<file path="src/rtl/trie_insert_engine_unit_macros.svh">
// ---------------------------------------------------------------------------
// trie_insert_engine_unit assertion macros
// Concurrent check wrappers, empty when SYNTHESIS is defined.
// ---------------------------------------------------------------------------
`ifndef TRIE_INSERT_ENGINE_UNIT_MACROS_SVH
`define TRIE_INSERT_ENGINE_UNIT_MACROS_SVH
`ifndef SYNTHESIS
`define TIE_ASSERT_SAME(label, clk, rst, ante, cons) \
   label: assert property (@(posedge clk) disable iff (rst) (ante) |-> (cons)) \
      else $error("tie check failed");
`define TIE_ASSERT_NEXT(label, clk, rst, ante, cons) \
   label: assert property (@(posedge clk) disable iff (rst) (ante) |=> (cons)) \
      else $error("tie check failed");
`else
`define TIE_ASSERT_SAME(label, clk, rst, ante, cons)
`define TIE_ASSERT_NEXT(label, clk, rst, ante, cons)
`endif
`endif

</file>
<file path="src/rtl/tie_pkg.sv">
// ---------------------------------------------------------------------------
// tie_pkg
// Shared constants and controller/datapath interface types.
// ---------------------------------------------------------------------------
`default_nettype none
package tie_pkg;
   localparam int DEF_MAX_NODES   = 256;
   localparam int DEF_SYMBOL_BITS = 8;
   localparam int SYMBOL_W        = 8;
   localparam int NODE_W          = 8;
   localparam int RSP_DATA_W      = 3 * NODE_W;

   typedef struct packed {
      logic clear_en;
      logic accept;
      logic commit;
   } tie_cmd_type;

   typedef struct packed {
      logic clear_last;
   } tie_status_type;
endpackage
`default_nettype wire

</file>
<file path="src/rtl/tie_ctrl.sv">
// ---------------------------------------------------------------------------
// tie_ctrl
// Sequencer: table clear after reset, lookup, commit into the output register.
// ---------------------------------------------------------------------------
`default_nettype none
module tie_ctrl
   import tie_pkg::*;
(
   input  wire logic     clock,
   input  wire logic     reset,
   input  wire logic     req_tvalid,
   output logic          req_tready,
   output logic          rsp_tvalid,
   input  wire logic     rsp_tready,
   input  wire tie_status_type status,
   output tie_cmd_type   cmd
);
   typedef enum logic [1:0] {
      ST_CLEAR,
      ST_IDLE,
      ST_LOOKUP
   } state_type;

   state_type state_ff, state_in;
   logic      rsp_valid_ff, rsp_valid_in;
   logic      out_free;

   assign out_free     = !rsp_valid_ff || rsp_tready;
   assign req_tready   = (state_ff == ST_IDLE);
   assign rsp_tvalid   = rsp_valid_ff;
   assign cmd.clear_en = (state_ff == ST_CLEAR);
   assign cmd.accept   = (state_ff == ST_IDLE) && req_tvalid;
   assign cmd.commit   = (state_ff == ST_LOOKUP) && out_free;

   always_comb begin
      state_in     = state_ff;
      rsp_valid_in = rsp_valid_ff && !rsp_tready;
      case (state_ff)
         ST_CLEAR: begin
            if (status.clear_last) state_in = ST_IDLE;
         end
         ST_IDLE: begin
            if (req_tvalid) state_in = ST_LOOKUP;
         end
         ST_LOOKUP: begin
            if (out_free) begin
               state_in     = ST_IDLE;
               rsp_valid_in = 1'b1;
            end
         end
         default: state_in = ST_CLEAR;
      endcase
   end

   always_ff @(posedge clock) begin
      if (reset) begin
         state_ff     <= ST_CLEAR;
         rsp_valid_ff <= 1'b0;
      end else begin
         state_ff     <= state_in;
         rsp_valid_ff <= rsp_valid_in;
      end
   end
endmodule
`default_nettype wire

</file>
<file path="config.mk">
export PLATFORM = sky130hd
export DESIGN_NAME = tie_ctrl
export DESIGN_NICKNAME = d
export VERILOG_FILES = /design/src/rtl/trie_insert_engine_unit_macros.svh /design/src/rtl/tie_pkg.sv /design/src/rtl/tie_ctrl.sv
export SDC_FILE = /design/constraint.sdc
export NUM_CORES = 1
export LEC_CHECK = 0
export ABC_AREA = 1
export BUFFER_PORTS_ARGS = -buffer_cell sky130_fd_sc_hd__buf_2
export CAP_MARGIN = 40
export CORE_AREA = 2 2 39 41
export CTS_CLUSTER_DIAMETER = 100
export DETAILED_ROUTE_END_ITERATION = 8
export DIE_AREA = 0 0 41 43
export MAX_ROUTING_LAYER = met4
export PLACE_DENSITY = 0.43
export SLEW_MARGIN = 5
export SYNTH_ARGS = -nofsm -noshare
export SYNTH_HDL_FRONTEND = slang
export SYNTH_SLANG_ARGS = --single-unit
</file>
<file path="constraint.sdc">
create_clock -name clock -period 0.88 [get_ports clock]
set_input_delay 0.044 -clock clock [delete_from_list [all_inputs] [get_ports clock]]
set_output_delay 0.044 -clock clock [all_outputs]
set_load 0.02 [all_outputs]
</file>
# == Word-level counts from Yosys, hierarchy flattened ==
# Index checks and enable logic that the tools add are counted.
# classes
eq_ne,5
mux,6
n_reduce_logical,8
# ops
operator,n
2-to-1 mux 2 bit,3
"!= test 2 bit, second input constant",3
one-hot mux 2 bit (3 select lines),1
logical AND 1 bit,3
AND reduction 3 bit,1
"equality test 2 x 1 -> 1 bit, second input constant",1
"equality test 2 bit, second input constant",1
logical NOT 1 bit,2
logical NOT 2 bit,1
2-to-1 mux 1 bit,2
logical OR 1 bit,1
# totals
reg_bits,3
in_bits,5
wordCells,21

# == Logic depth before layout (Yosys ltp) ==
# Gate-level depths: netlist of the first run.
# depth
depth_word,4
mapped_depth,5

# == Worst setup path before layout of the first run ==
# Ideal clock, no wire load.
# synth_timing
path_type,register -> output
from,"register rsp_valid_ff, in the netlist rsp_tvalid"
to,output cmd[0] (netlist bit)
t_arrival_ns,0.942
required_ns,0.836
setup_slack_ns,-0.106
path_stages_with_launch,4
path_buffers,0
path_cell_list,dfxtp_1 inv_1 nor2_2 nor3_1
# synth_rtl
item,line,rtl
"start, declared",tie_ctrl.sv:25,"logic rsp_valid_ff, rsp_valid_in;"
"start signal, assigned",tie_ctrl.sv:61,rsp_valid_ff <= rsp_valid_in;
"end, declared",tie_ctrl.sv:16,output tie_cmd_type cmd

==> qor.csv, run 1 <==
stage,metric,value,unit
status,status,finished with violations,
status,failing checks,setup timing,
pwr,P_leak,0.159,nW
global_route,initial antenna violation count,0,
setup_path,cell family with most CP delay,flip-flops,
cells_and_area,Final nets,45,
setup_path,CP startpoint kind,register,
setup_path,reg2reg end,state_ff[0]$_SDFFE_PP0P_,
clocking,clock buffer depth,2,
place,Detailed Place HPWL,295,um
logic_synthesis,Synth area leader,dfxtp_1,
sta,setup ws final,-80.3,ps
pwr,power per cell area,1570,nW/um2
clocking,total clock sinks,3,
global_route,first-pass GRT wire length,572,um
routing,total number of vias,187,
job,maxcap violations,0,
logic_synthesis,Ys Warns,0,
logic_synthesis,cell count after synthesis,23,
cells_and_area,Post-Route Utilization,23.1,%
clocking,cts bufs inserted,3,
sta,RSZ-0062 raised after global routing,true,
routing,drt drc,0,
clocking,clock latency on the worst-skew pair,230,ps
setup_path,reg2reg start,state_ff[1]$_SDFFE_PP0P_,
floorplan,die width,41,um
place,IO buf count,9,
logic_synthesis,sequential fraction of the synthesis area,38.1,%
sta,Final min period,960,ps
sta,worst-margin pin slew,131,ps
routing,drt total wl,378,um
routing,drt first-iter violations,3,
logic_synthesis,Yosys top cell area share,38.1,%
place,pre-CTS worst setup slack,48.5,ps
place,placer congestion estimate,0.574,
setup_path,Worst path max stage delay,320,ps
setup_path,Worst Setup SP,state_ff[1]$_SDFFE_PP0P_,
clocking,Clock transition at path regs,40,ps
floorplan,die height,43,um
setup_path,"Max FO, Critical Path",3,
sta,Fmax,1040,MHz
setup_path,worst reg2reg setup slack,-20,ps
setup_path,worst-path cell chain,buf_4 -> nor2_2 -> buf_6,
logic_synthesis,Netlist Area Pre-Place,158,um2
routing,first drt pass iteration count,2,
sta,# setup viols final,5,
pwr,peak supply drop,0.399,mV
sta,Final Skew,1.43,ps
clocking,CTS tree,done,
routing,Avg Vias per Cell,3.40,
setup_path,"Worst Path Class, Setup",register to output pin,
logic_synthesis,Yosys cell types,12,
setup_path,CP Capture Point,cmd[2],
floorplan,Rows,14,
global_route,largest net degree at the start of global routing,7,
clocking,H-tree lvl count,1,
cells_and_area,layout cells sized above 1,71.8,%
global_route,All-Layer GR Usage,5.45,%
routing,routed len/inst,6.87,um
setup_path,Critical Path AT,920,ps
floorplan,Die ar.,1760,um2
global_route,grt ovf,0,
setup_path,cell depth of the worst setup path,3,
setup_path,"Slowest-stage cell, CP",dfxtp_2,
sta,Final Slew Violations,0,
sta,Worst slew margin,91.2,%
cells_and_area,ANT cells,0,
routing,Routed Antenna Nets,0,
floorplan,initial core utilization,11.4,%
logic_synthesis,"top cells by area, synth","dfxtp_1, inv_1, nor2_2, nand2_1, a21oi_2",
logic_synthesis,count of state elements after synthesis,3,
sta,fin crit share,109,%
floorplan,Ports,10,
worst_hold_path,worst hold path class,primary input to register,
sta,setup TNS,-260,ps
setup_path,Crit path required time,840,ps
setup_path,worst reg2reg path depth,6,
logic_synthesis,syn nets,28,
cells_and_area,Layout area overhead,102,%
sta,Final Hold Viols,0,
global_route,vias in the first global route,178,
setup_path,critical path endpoint category,output pin,
clocking,root buf cell,clkbuf_4,
setup_path,CP bufs+invs,2,
logic_synthesis,mean area per synthesized cell,6.85,um2
floorplan,core footprint,1380,um2
-- final cells by class --
cell class                      count  area (um2)
Timing Repair Buffer               12        91.3
Tap cell                           16        20.0
Sequential cell                     3        66.3
Multi-Input combinational cell     14        92.6
Clock buffer                        4        26.3
Inverter                            6        22.5
Fill cell                         157        1060
-- metal layers --
metal | part of all wire [%] | up-vias | track usage, %
li1 | - | 99 | -
met2 | 50 | 7 | 7.19
met4 | 0 | 0 | 4.00
met5 | 0 | - | -
met3 | 9.5 | 0 | 4.71
met1 | 40 | 81 | 4.81
-- registers in the layout (all words and copies together) (netlist names) --
register	flops
rsp_tvalid	1
state_ff	2
-- worst reg2reg max path, delay by kind of cell, from the launching register on --
kind,cells,cell delay (ps)
DFF,1,330
and+or+nand+nor,4,270
buffers and inverters,2,190
-- cells in the mapped netlist --
cell,instances
nor2_1,1
nand2_2,1
nor2_2,3
nor3_1,1
inv_1,5
inv_2,1
nand2_1,4
o21a_1,1
o21ai_0,1
a21oi_2,1
nand3_1,1
dfxtp_1,3
-- through the flow --
step	hold WS, ps	instances	area [um2]	total power, mW
after floorplan	106	23	161	0.204
after global placement	234	48	226	0.234
after detailed placement	230	48	226	0.233
after CTS	93.1	55	315	0.513
after global routing	106	55	319	0.542
final	101	55	319	0.502
-- report_power, final --
group	switching (mW)	leakage, nW	internal, mW
registers	0.0107	0.0261	0.145
logic	0.0536	0.118	0.0537
clock network	0.0696	0.0150	0.170
-- cells by family (layout without fill, tap and decap cells) --
kind of cell,Yosys count,in the layout,share of synthesized area [%]
AOI/OAI and AO/OA,3,3,13.5
buffers and inverters,6,22,14.3
DFF,3,3,38.1
and+or+nand+nor,11,11,34.1
-- timing repair --
action | in CTS | in global routing
resized for setup | 14 | 1
setup buffers | 2 | 0
cloned | 0 | 0
setup endpoints to repair | 4 | 6
hold buffers | 1 | 0
endpoints found under the hold margin | 1 | 0
-- worst min-delay path by stage --
stage / startpoint / to / slack, ps / cells past startpoint
after floorplan: reset / state_ff[1]$_SDFFE_PP0P_ / 110 / 1
after global placement: reset / state_ff[1]$_SDFFE_PP0P_ / 230 / 2
after detailed placement: reset / state_ff[1]$_SDFFE_PP0P_ / 230 / 2
after CTS: req_tvalid / state_ff[1]$_SDFFE_PP0P_ / 90 / 3
after global routing: req_tvalid / state_ff[1]$_SDFFE_PP0P_ / 110 / 3
final: req_tvalid / state_ff[1]$_SDFFE_PP0P_ / 100 / 3
-- cells in the final DEF (no fill, tap or decap) --
| cell | count |
|---|---|
| nor2_4 | 1 |
| dfxtp_2 | 2 |
| buf_6 | 3 |
| buf_2 | 5 |
| dlygate4sd3_1 | 1 |
| a21oi_2 | 1 |
| buf_4 | 3 |
| nor2_2 | 3 |
| nand3_2 | 1 |
| nand2_1 | 4 |
| inv_2 | 3 |
| inv_1 | 3 |
| clkbuf_4 | 3 |
| nand2_2 | 1 |
| nor3_2 | 1 |
| o21a_1 | 1 |
| clkbuf_1 | 1 |
| o21ai_0 | 1 |
| dfxtp_4 | 1 |
(Power assumes the default switching activity.)
==> inputs of run 2 (changes only) <==
Settings changed: CORE_AREA 2 2 39 41 to 5 5 42 44, DIE_AREA 0 0 41 43 to 0 0 47 49, SLEW_MARGIN 5 to 25.
==> qor.csv, run 2 (synthesized netlist as in run 1, its figures left out) <==
stage,metric,value,unit,change
setup_path,CP startpoint kind,register,,unchanged
status,failing checks,setup timing,,unchanged
status,status,finished with violations,,unchanged
cells_and_area,Layout area overhead,110,%,was 102%
global_route,vias in the first global route,205,,was 178
routing,total number of vias,192,,was 187
cells_and_area,Non-Filler Instances,55,,unchanged
sta,Worst slew margin,90.7,%,was 91.2%
pwr,power per cell area,1530,nW/um2,was 1570 nW/um2
setup_path,Critical Path AT,940,ps,was 920 ps
cells_and_area,Fillers,169,,was 157
cells_and_area,Largest Register,state_ff,,unchanged
floorplan,Ports,10,,unchanged
routing,drt drc,0,,unchanged
floorplan,Rows,14,,unchanged
sta,WHS,120,ps,was 101 ps
setup_path,critical path endpoint category,output pin,,unchanged
cells_and_area,Largest register FFs,2,,unchanged
pwr,peak supply drop,0.397,mV,was 0.399 mV
floorplan,die height,49,um,was 43 um
global_route,first-pass GRT wire length,765,um,was 572 um
clocking,root buf cell,clkbuf_4,,unchanged
global_route,initial antenna violation count,0,,unchanged
cells_and_area,Final nets,45,,unchanged
routing,drt first-iter violations,2,,was 3
sta,Final Skew,0.397,ps,was 1.43 ps
setup_path,worst reg2reg path depth,6,,unchanged
sta,Final min period,980,ps,was 960 ps
clocking,total clock sinks,3,,unchanged
cells_and_area,layout cells sized above 1,71.8,%,unchanged
sta,Final Hold Viols,0,,unchanged
cells_and_area,ANT cells,0,,unchanged
sta,setup ws final,-99.8,ps,was -80.3 ps
setup_path,Crit path required time,840,ps,about the same
floorplan,core footprint,1400,um2,was 1380 um2
floorplan,Die ar.,2300,um2,was 1760 um2
worst_hold_path,hold-critical path depth,5,,was 3
sta,worst-margin pin slew,137,ps,was 131 ps
place,placer congestion estimate,0.631,,was 0.574
cells_and_area,"most common cell after layout, fill and taps aside",buf_2,,unchanged
job,maxcap violations,0,,unchanged
sta,RSZ-0062 raised after global routing,true,,unchanged
setup_path,"Max FO, Critical Path",4,,was 3
routing,drt total wl,495,um,was 378 um
place,IO buf count,9,,unchanged
global_route,All-Layer GR Usage,5.27,%,was 5.45%
sta,# setup viols final,6,,was 5
clocking,clock buffer depth,2,,unchanged
setup_path,"Worst Path Class, Setup",register to output pin,,unchanged
floorplan,die width,47,um,was 41 um
global_route,grt ovf,0,,unchanged
place,Inst Count DP,48,,unchanged
sta,Final Slew Violations,0,,unchanged
routing,routed len/inst,9.00,um,was 6.87 um
clocking,cts bufs inserted,3,,unchanged
sta,Fmax,1020,MHz,was 1040 MHz
clocking,clock latency on the worst-skew pair,230,ps,about the same
clocking,CTS tree,done,,unchanged
routing,Avg Vias per Cell,3.49,,was 3.40
worst_hold_path,worst hold path class,primary input to register,,unchanged
routing,Routed Antenna Nets,0,,unchanged
global_route,largest net degree at the start of global routing,7,,unchanged
pwr,P_leak,0.160,nW,was 0.159 nW
clocking,H-tree lvl count,1,,unchanged
floorplan,initial core utilization,11.2,%,was 11.4%
clocking,Clock transition at path regs,40,ps,about the same
sta,fin crit share,111,%,was 109%
place,Detailed Place HPWL,339,um,was 295 um
routing,first drt pass iteration count,2,,unchanged
cells_and_area,most frequent cells in the layout,"buf_2, nand2_1",,unchanged
run 2: cell counts in the layout (fill, tap and decap cells not counted):
No cell type changed its count.
run 2: final timing paths:
path / start / to / slack [ps]
setup / recovery: state_ff[1]$_SDFFE_PP0P_ / cmd[0] / -100
hold / removal: status / state_ff[0]$_SDFFE_PP0P_ / 120
setup reg to reg: state_ff[1]$_SDFFE_PP0P_ / state_ff[0]$_SDFFE_PP0P_ / -50
hold reg to reg: rsp_tvalid$_SDFF_PP0_ / state_ff[1]$_SDFFE_PP0P_ / 570
run 2: metal layers:
metal | track usage, % | part of all wire (%)
met1 | 3.52 | 30
met2 | 8.14 | 61
met3 | 2.21 | 7.5
met5 | - | 0
met4 | 6.91 | 1.8
run 2: power breakdown:
| group | switching [mW] | total (mW) | internal [mW] |
|---|---|---|---|
| clock network | 0.0679 | 0.238 | 0.170 |
| logic | 0.0574 | 0.114 | 0.0569 |
| registers | 0.0133 | 0.156 | 0.143 |
run 2: cell type report:
type	count	area (um2)	area share [%]
inverter	6	25.0	7.55
sequential	3	68.8	20.8
clock buffer	4	26.3	7.92
tap	16	20.0	6.04
timing repair buffer	12	91.3	27.5
multi-input combinational	14	100	30.2
run 2: through the flow:
stage          area (um2)  power [mW]  util [%]  setup slack, ps  setup TNS [ps]
5_1_grt               332       0.540      23.7             -147            -584
2_1_floorplan         161       0.204         -            -68.8           -69.7
3_3_place_gp          226       0.234      16.2             29.2               0
6_report              332       0.508      23.7            -99.8            -296
3_5_place_dp          226       0.234      16.2             40.7               0
4_1_cts               312       0.511      22.2             -112            -305
run 2: what timing repair did:
item,4_1_cts,5_1_grt
pin swaps,0,0
endpoints found under the hold margin,1,0
endpoints found under the setup margin,4,6
hold buffers,1,0
setup buffers,1,1
gates resized for setup,14,4
run 2: worst max-delay path, stage by stage, from the launching register on:
cell and delay, ps:
dfxtp_4 360, inv_4 50, nor3_2 140, buf_4 160
==> inputs of run 3 (changes only) <==
Settings changed: CORE_AREA 5 5 42 44 to 2 2 39 41, DIE_AREA 0 0 47 49 to 0 0 41 43, PLACE_DENSITY 0.43 to 0.39.
==> qor.csv, run 3 (synthesized netlist as in run 1, its figures left out) <==
stage,metric,value,unit,change
setup_path,"Worst Path Class, Setup",register to output pin,,unchanged
cells_and_area,Final nets,44,,was 45
pwr,switching power,134,uW,was 139 uW
sta,Worst slew margin,90.1,%,was 90.7%
floorplan,die height,43,um,was 49 um
cells_and_area,most frequent cells in the layout,"buf_2, nand2_1, inv_1",,"was buf_2, nand2_1"
routing,drt drc,0,,unchanged
cells_and_area,layout cells sized above 1,68.4,%,was 71.8%
floorplan,Rows,14,,unchanged
sta,setup TNS,-237,ps,was -296 ps
routing,drt first-iter violations,0,,was 2
sta,RSZ-0062 raised after global routing,true,,unchanged
cells_and_area,"Design Area, Final",317,um2,was 332 um2
clocking,Clock transition at path regs,40,ps,about the same
cells_and_area,Largest register FFs,2,,unchanged
job,maxcap violations,0,,unchanged
pwr,Reg power frac,31.0,%,was 30.7%
sta,worst-margin pin slew,146,ps,was 137 ps
floorplan,Die ar.,1760,um2,was 2300 um2
clocking,clock latency on the worst-skew pair,230,ps,about the same
place,Detailed Place HPWL,319,um,was 339 um
cells_and_area,Fillers,159,,was 169
place,placer congestion estimate,0.644,,was 0.631
sta,setup ws final,-86.8,ps,was -99.8 ps
place,IO buf count,9,,unchanged
clocking,total clock sinks,3,,unchanged
floorplan,Ports,10,,unchanged
setup_path,"Max FO, Critical Path",4,,unchanged
sta,Final Slew Violations,0,,unchanged
cells_and_area,Largest Register,state_ff,,unchanged
pwr,power share of the clock group,47.8,%,was 46.8%
setup_path,CP startpoint kind,register,,unchanged
pwr,cell-internal power,365,uW,was 370 uW
global_route,grt ovf,0,,unchanged
sta,Final Hold Viols,0,,unchanged
setup_path,Crit path required time,840,ps,about the same
clocking,clock buffer depth,2,,unchanged
cells_and_area,Layout area overhead,101,%,was 110%
clocking,root buf cell,clkbuf_4,,unchanged
routing,total number of vias,181,,was 192
clocking,CTS tree,done,,unchanged
clocking,H-tree lvl count,1,,unchanged
routing,Avg Vias per Cell,3.35,,was 3.49
pwr,logic gate share of total power,21.2,%,was 22.5%
routing,first drt pass iteration count,1,,was 2
sta,# setup viols final,5,,was 6
cells_and_area,Non-Filler Instances,54,,was 55
setup_path,Critical Path AT,920,ps,was 940 ps
sta,fin crit share,110,%,was 111%
routing,drt total wl,404,um,was 495 um
clocking,cts bufs inserted,3,,unchanged
place,Inst Count DP,48,,unchanged
global_route,first-pass GRT wire length,648,um,was 765 um
sta,Fmax,1030,MHz,was 1020 MHz
place,Area after DPL,226,um2,unchanged
cells_and_area,"most common cell after layout, fill and taps aside",buf_2,,unchanged
global_route,largest net degree at the start of global routing,7,,unchanged
pwr,P_leak,0.154,nW,was 0.160 nW
floorplan,die width,41,um,was 47 um
routing,Routed Antenna Nets,0,,unchanged
floorplan,initial core utilization,11.4,%,was 11.2%
global_route,All-Layer GR Usage,6.17,%,was 5.27%
setup_path,critical path endpoint category,output pin,,unchanged
routing,routed len/inst,7.48,um,was 9.00 um
pwr,switching share of power,26.9,%,was 27.3%
sta,Final min period,967,ps,was 980 ps
floorplan,core footprint,1380,um2,was 1400 um2
worst_hold_path,worst hold path class,primary input to register,,unchanged
cells_and_area,ANT cells,0,,unchanged
status,status,finished with violations,,unchanged
pwr,peak supply drop,0.438,mV,was 0.397 mV
sta,Final Skew,1.36,ps,was 0.397 ps
global_route,vias in the first global route,171,,was 205
global_route,initial antenna violation count,0,,unchanged
pwr,power per cell area,1580,nW/um2,was 1530 nW/um2
status,failing checks,setup timing,,unchanged
[run 3: power by group through the flow]
stage                     Sequential [mW]  Combinational (mW)  Clock, mW
after CTS                           0.157               0.107      0.252
after global routing                0.156               0.116      0.258
after detailed placement            0.156              0.0785          0
after global placement              0.156              0.0780          0
after floorplan                     0.156              0.0485          0
final                               0.154               0.106      0.238
[run 3: path summary, 6_finish.rpt]
path / depth (start not counted) / slack [ps] / start / endpoint
hold reg to reg: 2 / 540 / state_ff[0]$_SDFFE_PP0P_ / state_ff[1]$_SDFFE_PP0P_
hold / removal: 3 / 100 / req_tvalid / state_ff[1]$_SDFFE_PP0P_
setup reg to reg: 6 / -40 / state_ff[1]$_SDFFE_PP0P_ / state_ff[0]$_SDFFE_PP0P_
setup / recovery: 3 / -90 / state_ff[1]$_SDFFE_PP0P_ / cmd[0]
[run 3: metrics by stage]
stage	worst slack, ps	hold slack, ps	utilization, %	power (mW)
after global placement	44.6	228	16.4	0.234
final	-86.8	99.7	22.9	0.499
after global routing	-114	107	22.9	0.530
after floorplan	-68.8	106	-	0.204
after detailed placement	41.4	223	16.4	0.235
after CTS	-101	93.3	22.7	0.516
[run 3: worst max-delay path: stages (launching register included)]
cell	delay [ps]
dfxtp_4	360
inv_4	40
nor3_2	130
buf_4	160
[run 3: repair_timing]
action                                  in CTS  in global routing
cloned                                       0                  0
hold buffers                                 1                  0
buffers inserted                             1                  0
endpoints found under the hold margin        1                  0
gates resized for setup                     15                  1
endpoints found under the setup margin       4                  6
[run 3: cell type report]
class	count	area (um2)	area share, %
multi-input combinational	14	92.6	29.2
timing repair buffer	11	83.8	26.5
sequential	3	68.8	21.7
clock buffer	4	26.3	8.30
inverter	6	25.0	7.91
tap	16	20.0	6.32
[run 3: per-layer routing]
layer | GRT usage (%) | part of all wire, % | up-vias
li1 | - | - | 98
met1 | 6.43 | 40 | 75
met2 | 7.81 | 50 | 8
met3 | 4.71 | 9.4 | 0
met4 | 4.00 | 0 | 0
met5 | - | 0 | -
